==> src/sv/gbd_pkg.sv <==
// ----------------------------------------------------------------------------
// gbd_pkg: shared constants, types and tables
// Widths, angle constants and the arctangent table for the bearing/distance
// pipeline.
// ----------------------------------------------------------------------------
`default_nettype none

package gbd_pkg;

   // coordinate and field widths
   localparam int COORD_BITS = 16;
   localparam int FIELD_W    = 16;
   localparam int BRG_W      = 17;
   localparam int DIST_W     = 25;

   // difference and magnitude widths (|diff| <= 2^COORD_BITS - 1)
   localparam int DIFF_W     = COORD_BITS + 1;
   localparam int MAG_W      = COORD_BITS;
   localparam int SQ_W       = 2 * COORD_BITS;
   localparam int SUMSQ_W    = 2 * COORD_BITS + 1;

   // vectoring datapath
   localparam int FRAC_SHIFT = 30;
   localparam int XY_W       = COORD_BITS + 34;
   localparam int ANG_W      = 26;
   localparam int TURN_W     = 25;
   localparam int ITERS      = 23;
   localparam int RND_BITS   = 8;

   // square root datapath: radicand is sum of squares times 2^16
   localparam int RAD_SHIFT  = 16;
   localparam int SQ_STEPS   = COORD_BITS + 9;
   localparam int RAD_W      = 2 * SQ_STEPS;
   localparam int REM_W      = SQ_STEPS + 3;
   localparam int SAT_W      = (SQ_STEPS + 1 > DIST_W) ? SQ_STEPS + 1 : DIST_W;

   // pipeline depth: both datapaths run the same number of step stages
   localparam int PIPE_STEPS = (ITERS > SQ_STEPS) ? ITERS : SQ_STEPS;
   localparam int PIPE_LAT   = PIPE_STEPS + 5;

   // angle constants, accumulator counts 2^-16 degree
   localparam logic [ANG_W-1:0]  HALF_TURN_Z = ANG_W'(180 * 65536);
   localparam logic [TURN_W-1:0] FULL_TURN_Z = TURN_W'(360 * 65536);
   localparam logic [BRG_W:0]    BRG_WRAP    = (BRG_W + 1)'(360 * 256);
   localparam logic [TURN_W:0]   RND_HALF    = (TURN_W + 1)'(128);

   // bearings of the axis directions, 1/256 degree
   localparam logic [BRG_W-1:0] BRG_RIGHT = BRG_W'(0);
   localparam logic [BRG_W-1:0] BRG_UP    = BRG_W'(90 * 256);
   localparam logic [BRG_W-1:0] BRG_LEFT  = BRG_W'(180 * 256);
   localparam logic [BRG_W-1:0] BRG_DOWN  = BRG_W'(270 * 256);

   localparam logic [DIST_W-1:0] DIST_MAX = '1;

   // control bundle traveling with each transaction
   typedef struct packed {
      logic             vld;
      logic             fix;
      logic [BRG_W-1:0] fix_brg;
   } gbd_ctl_type;

   // atan(2^-i) in 2^-16 degree, rounded
   function automatic logic [ANG_W-1:0] atan_lut(input int unsigned idx);
      logic [ANG_W-1:0] val;
      case (idx)
         0:       val = ANG_W'(2949120);
         1:       val = ANG_W'(1740967);
         2:       val = ANG_W'(919879);
         3:       val = ANG_W'(466945);
         4:       val = ANG_W'(234379);
         5:       val = ANG_W'(117304);
         6:       val = ANG_W'(58666);
         7:       val = ANG_W'(29335);
         8:       val = ANG_W'(14668);
         9:       val = ANG_W'(7334);
         10:      val = ANG_W'(3667);
         11:      val = ANG_W'(1833);
         12:      val = ANG_W'(917);
         13:      val = ANG_W'(458);
         14:      val = ANG_W'(229);
         15:      val = ANG_W'(115);
         16:      val = ANG_W'(57);
         17:      val = ANG_W'(29);
         18:      val = ANG_W'(14);
         19:      val = ANG_W'(7);
         20:      val = ANG_W'(4);
         21:      val = ANG_W'(2);
         22:      val = ANG_W'(1);
         default: val = '0;
      endcase
      return val;
   endfunction

endpackage

`default_nettype wire

==> src/sv/gbd_isqrt.sv <==
// ----------------------------------------------------------------------------
// gbd_isqrt: pipelined digit-by-digit square root
// One result bit per stage, then round to nearest and saturate.
// ----------------------------------------------------------------------------
`default_nettype none

module gbd_isqrt
   import gbd_pkg::*;
(
   input  wire logic              clock,
   input  wire logic [RAD_W-1:0]  rad,
   output logic      [DIST_W-1:0] distance
);

   logic [RAD_W-1:0]    rad_ff  [PIPE_STEPS];
   logic [REM_W-1:0]    rem_ff  [PIPE_STEPS];
   logic [SQ_STEPS-1:0] root_ff [PIPE_STEPS];

   for (genvar k = 0; k < PIPE_STEPS; k++) begin : g_step
      logic [RAD_W-1:0]    rad_p, rad_in;
      logic [REM_W-1:0]    rem_p, rem_in, rem_sh, trial;
      logic [SQ_STEPS-1:0] root_p, root_in;

      if (k == 0) begin : g_first
         assign rad_p  = rad;
         assign rem_p  = '0;
         assign root_p = '0;
      end else begin : g_next
         assign rad_p  = rad_ff[k-1];
         assign rem_p  = rem_ff[k-1];
         assign root_p = root_ff[k-1];
      end

      if (k < SQ_STEPS) begin : g_digit
         always_comb begin
            rem_sh = {rem_p[REM_W-3:0], rad_p[RAD_W-1 -: 2]};
            trial  = {1'b0, root_p, 2'b01};
            rad_in = rad_p << 2;
            if (rem_sh >= trial) begin
               rem_in  = rem_sh - trial;
               root_in = {root_p[SQ_STEPS-2:0], 1'b1};
            end else begin
               rem_in  = rem_sh;
               root_in = {root_p[SQ_STEPS-2:0], 1'b0};
            end
         end
      end else begin : g_pass
         assign rem_sh  = '0;
         assign trial   = '0;
         assign rad_in  = rad_p;
         assign rem_in  = rem_p;
         assign root_in = root_p;
      end

      always_ff @(posedge clock) begin
         rad_ff[k]  <= rad_in;
         rem_ff[k]  <= rem_in;
         root_ff[k] <= root_in;
      end
   end

   // round: remainder above root means the true root is past the half point
   logic [SQ_STEPS:0] rnd_ff, rnd_in;

   always_comb begin
      if (rem_ff[PIPE_STEPS-1] > REM_W'(root_ff[PIPE_STEPS-1])) begin
         rnd_in = {1'b0, root_ff[PIPE_STEPS-1]} + 1'b1;
      end else begin
         rnd_in = {1'b0, root_ff[PIPE_STEPS-1]};
      end
   end

   always_ff @(posedge clock) begin
      rnd_ff <= rnd_in;
   end

   // saturate to the output width
   logic [SAT_W-1:0]  sat_ext;
   logic [DIST_W-1:0] dist_ff, dist_in;

   always_comb begin
      sat_ext = SAT_W'(rnd_ff);
      if (sat_ext > SAT_W'(DIST_MAX)) begin
         dist_in = DIST_MAX;
      end else begin
         dist_in = sat_ext[DIST_W-1:0];
      end
   end

   always_ff @(posedge clock) begin
      dist_ff <= dist_in;
   end

   assign distance = dist_ff;

endmodule

`default_nettype wire

==> config.mk <==
export PLATFORM = sky130hd
export DESIGN_NAME = gbd_isqrt
export DESIGN_NICKNAME = d
export VERILOG_FILES = /design/src/sv/gbd_pkg.sv /design/src/sv/gbd_isqrt.sv
export SDC_FILE = /design/constraint.sdc
export NUM_CORES = 2
export LEC_CHECK = 0
export ABC_AREA = 1
export BUFFER_PORTS_ARGS = -buffer_cell sky130_fd_sc_hd__buf_2
export CORE_MARGIN = 2
export CORE_UTILIZATION = 45
export DETAILED_ROUTE_END_ITERATION = 7
export PLACE_DENSITY = 0.67
export SLEW_MARGIN = 15
export SYNTH_ARGS = -nofsm -noshare
export SYNTH_HDL_FRONTEND = slang
export SYNTH_SLANG_ARGS = --single-unit
==> constraint.sdc <==
create_clock -name clock -period 2.66 [get_ports clock]
set_input_delay 0.266 -clock clock [delete_from_list [all_inputs] [get_ports clock]]
set_output_delay 0.266 -clock clock [all_outputs]
set_load 0.1 [all_outputs]
## After elaboration in Yosys (flattened, before gate mapping)

Memories as Yosys holds them, arrays and structs flattened.
Cells that the tools add are included.

| cells by class | value |
|---|---|
| muxes and demuxes | 51 |
| order comparisons | 27 |
| $add $sub $neg | 26 |

Operators by type and width:

| cell | number |
|---|---|
| $mux 28 | 25 |
| $ge 28x27->1 | 24 |
| $sub 28x27->28 | 24 |
| $gt 28x25->1 | 1 |
| $add 25x1->26 const B | 1 |
| $gt 26x25->1 const B | 1 |
| $mux 1 | 25 |
| $mux 25 | 1 |
| $sub 2x1->3 const B | 1 |
| $ge 2x1->1 const B | 1 |

| word-level totals | value |
|---|---|
| bits of input ports | 51 |
| register bits | 51 |
| memory bits (writable) | 2525 |
| memories kept | 3 |
| output and inout bits | 25 |
| word-level logic and storage cells | 110 |

Memory list:

| memory | depth | width | read ports | clocked after memory_dff | write ports | line | RTL |
|---|---|---|---|---|---|---|---|
| rad_ff | 25 | 48 | 24 | 0 | 25 | gbd_isqrt.sv:15 | `logic [RAD_W-1:0] rad_ff [PIPE_STEPS];` |
| rem_ff | 25 | 28 | 25 | 0 | 25 | gbd_isqrt.sv:16 | `logic [REM_W-1:0] rem_ff [PIPE_STEPS];` |
| root_ff | 25 | 25 | 25 | 0 | 25 | gbd_isqrt.sv:17 | `logic [SQ_STEPS-1:0] root_ff [PIPE_STEPS];` |

## Logic depth before layout (Yosys ltp)

An unclocked memory read counts as a cell.

| logic depth | value |
|---|---|
| word-level depth | 3 |
| gate-level depth with buffers | 16 |
| mapped depth without buffers | 15 |

## Worst setup path after synthesis

Ideal clock, no wire load.

| timing path | value |
|---|---|
| path type | register -> register |
| start point | memory root_ff[12][23] (netlist bit) |
| end point | register rnd_ff[16] |
| cell stages (with the launch flop) | 15 |
| data required time | 2.547 ns |
| clock period less this slack | 1.844 ns |
| arrival time | 1.731 ns |
| buffers on the path | 1 |
| setup time | 0.113 ns |
| path slack | 0.816 ns |
| cell sequence | dfxtp_1 > inv_1 > ha_1 > nand2_1 > inv_1 > nand3_1 > and2b_1 > nand2_1 > nor2_2 > nand2_1 > nand2_2 > nand2_2 > buf_4 > nand2_1 > nand2_1 |

RTL lines:

| what | line | RTL |
|---|---|---|
| from (decl) | gbd_isqrt.sv:17 |  |
| to (signal assigned) | gbd_isqrt.sv:74 | `rnd_ff <= rnd_in;` |
| to (decl) | gbd_isqrt.sv:63 | `logic [SQ_STEPS:0] rnd_ff, rnd_in;` |

==> summary.md <==
| Metric | Value |
|---|---|
| Outcome | finished clean |
| Hold path cells | 2 |
| Crit start category | flop |
| Starting DRT DRC Count | 4633 |
| Final hold vios | 0 |
| Die footprint | 164000 sq um |
| Clock skew | 0.0384 ns |
| Final worst path period need | 2.49 ns |
| Setup Crit Path Kind | flop to flop |
| Initial Util | 45.1% |
| Vias in the first global route | 59100 |
| Die width | 405 um |
| Commonest non-fill, non-tap cells in the layout | 3273 x nand2_1, 1606 x inv_1, 1593 x dfxtp_1 |
| Static leakage | 0.0439 uW |
| Flop-to-flop setup slack | 0.17 ns |
| Clock transition at path regs | 0.06 ns |
| Reg2reg end | rem_ff[14][15] |
| R2R depth | 13 |
| TritonRoute pass-1 iters | 8 |
| FMAX | 0.401 GHz |
| Global Route Usage Sum | 24.5% |
| Post-synth EDFFs | 0 |
| CTS root buf | clkbuf_16 |
| Mapped cell area | 72200 sq um |
| Core box area | 160000 sq um |
| Final period util | 93.6% |
| Wire per inst | 16.2 um |
| Slew Limit Headroom | 59.5% |
| Min-delay src | rad[10] |
| Final nets | 10800 |
| CTS tree | done |
| Worst hold path class | input port to flop |
| Final Util | 51.2% |
| Launching point of the worst reg2reg path | root_ff[6][29] |
| Number of buffers created by CTS | 165 |
| Largest net degree at the start of global routing | 40 |
| Post-Synthesis Net Count | 10500 |
| Cells after synthesis | 10000 |
| Final ANT Viol Nets | 0 |
| Area grow syn2layout | 13.4% |
| Routed wire length | 203000 um |
| VDD IR max | 1.05 mV |
| Worst-margin pin slew | 0.603 ns |
| Global placement routability congestion | 1.01 |
| DRC Markers | 0 |
| Clock Latency Late Sink | 0.83 ns |
| Met2 WL | 93900 um |
| I/O pin cnt | 76 |
| Ys Warns | 0 |
| Clock buffer depth | 3 |
| GR Overflow Total | 0 |
| Dominant synthesized flop cell | dfxtp_1 |
| Max FO, Critical Path | 21 |
| Vias per cell | 4.91 |
| Commonest non-fill, non-tap cell in the layout | nand2_1 |
| I/O Buffers | 75 |
| #FFs+latches synth | 1593 |
| Uppermost layer routed | met4 |
| Maxcap violations | 0 |
| First-pass GRT wire length | 318000 um |
| Slew Limit Fails | 0 |
| WL met3 | 10400 um |
| Post-DP HPWL | 164000 um |
| H-tree levels | 4 |
| Hold EP | rad_ff[0][10] |
| Yosys cell types | 56 |
| RSZ-0062 raised after global routing | false |
| Worst setup EP type | flop |
| Data required time of the worst path | 3.39 ns |
| Metal-1 WL | 92000 um |
| CP Data Arrival Time | 3.22 ns |
| Antenna violations before repair | 3 |
| Asr flop ratio synth | 0% |
| Num rows | 147 |
| Pwr dens | 1000 nW/um^2 |
| DR vias | 61600 |
| Clk sinks | 1593 |
| Sequential element share of the synthesized area | 44.2% |
| Die Height | 405 um |
| Final-report setup violation count | 0 |
| Post-route setup TNS | 0 ns |
| Share of cells above drive strength 1 | 6.88% |
| Syn_area_per_cell | 7.19 sq um |
[worst max-delay path, cell delays in order (launching register included)]
cell	delay, ns
dfxtp_1	0.45
inv_1	0.07
ha_1	0.35
nand2_1	0.15
inv_1	0.07
a21oi_1	0.18
inv_1	0.06
nand2_1	0.06
nand3_1	0.11
nand2_1	0.16
nand2_2	0.14
inv_2	0.37
nand2_1	0.09
nand2_1	0.15
[cell type report]
| cell class | instances | area [sq um] |
|---|---|---|
| inverters | 1700 | 6380 |
| fillers | 15700 | 78100 |
| repair buffers | 206 | 1620 |
| well taps | 2086 | 2610 |
| clock buffers | 203 | 4510 |
| clock inverters | 102 | 1610 |
| multi-input cells | 6661 | 33300 |
| flip-flops and latches | 1593 | 31900 |
| diodes | 2 | 5.00 |
[cells by family (layout without fill, tap and decap cells)]
group,Yosys count,count (layout),share of synthesized area [%]
compound gates,745,745,5.51
xor+xnor,273,273,3.31
fa+ha+maj,380,380,6.58
buf+inv,1786,2211,9.81
flops,1593,1593,44.2
other cells,1,3,0.00519
simple gates,5262,5262,30.6
[worst max-delay path by stage]
stage | from | to | slack [ns] | cells after the start
detailed placement | root_ff[6][29] | rem_ff[14][23] | 0.20 | 12
finish | root_ff[6][29] | rem_ff[14][15] | 0.17 | 13
CTS | root_ff[6][29] | rem_ff[14][23] | 0.16 | 12
global placement | root_ff[6][29] | rem_ff[14][23] | 0.19 | 12
global route | root_ff[6][29] | rem_ff[14][15] | 0.002 | 13
floorplan | root_ff[12][23] | rnd_ff[16] | 0.82 | 14
[layer usage]
metal	up-vias	GRT usage (%)
li1	31600	-
met1	27900	32.0
met2	1718	41.2
met3	378	3.15
met4	0	8.84
met5	-	0
[metrics by stage]
stage	hold slack (ns)	cells	total power [uW]	setup slack [ns]	instance area, sq um
after floorplan	0.294	10000	49000	0.816	72200
after global placement	0.310	12200	56800	0.188	75300
after detailed placement	0.312	12200	56900	0.196	75300
after CTS	0.00337	12600	82400	0.163	81900
after global routing	0.0331	12600	86900	0.00171	81900
final	0.0708	12600	82000	0.169	81900
[power by group]
| part | switching (uW) | total, uW | internal, uW |
|---|---|---|---|
| combinational | 16300 | 24100 | 7850 |
| clock | 10200 | 25200 | 15000 |
| sequential | 4040 | 32700 | 28600 |
| total | 30500 | 82000 | 51500 |
[sequential cells by signal (all words and copies together) (netlist names)]
register  count
rad_ff      600
distance     25
rem_ff      617
root_ff     325
rnd_ff       26
[Yosys cell counts, types with 33 or more instances]
| cell | count | area, sq um |
|---|---|---|
| inv_2 | 85 | 319 |
| a21oi_1 | 391 | 1960 |
| nor2_2 | 35 | 219 |
| or2_2 | 35 | 219 |
| nor3_1 | 102 | 510 |
| xnor2_1 | 101 | 885 |
| xor2_1 | 172 | 1510 |
| o21ai_0 | 170 | 851 |
| nand2_1 | 3273 | 12300 |
| nand3b_1 | 88 | 661 |
| nand3_1 | 619 | 3100 |
| inv_1 | 1606 | 6030 |
| nand4_1 | 160 | 1000 |
| dfxtp_1 | 1593 | 31900 |
| nor2_1 | 831 | 3120 |
| nand3_2 | 33 | 330 |
| o21ai_1 | 105 | 526 |
| ha_1 | 380 | 4750 |
[repair_timing]
| action | in CTS | in global routing |
|---|---|---|
| hold endpoints to repair | 51 | 0 |
| resized for setup | 0 | 1 |
| setup buffers | 0 | 0 |
| endpoints found under the setup margin | 0 | 2 |
| hold buffers | 51 | 0 |
Power figures use the tool's default switching activity.
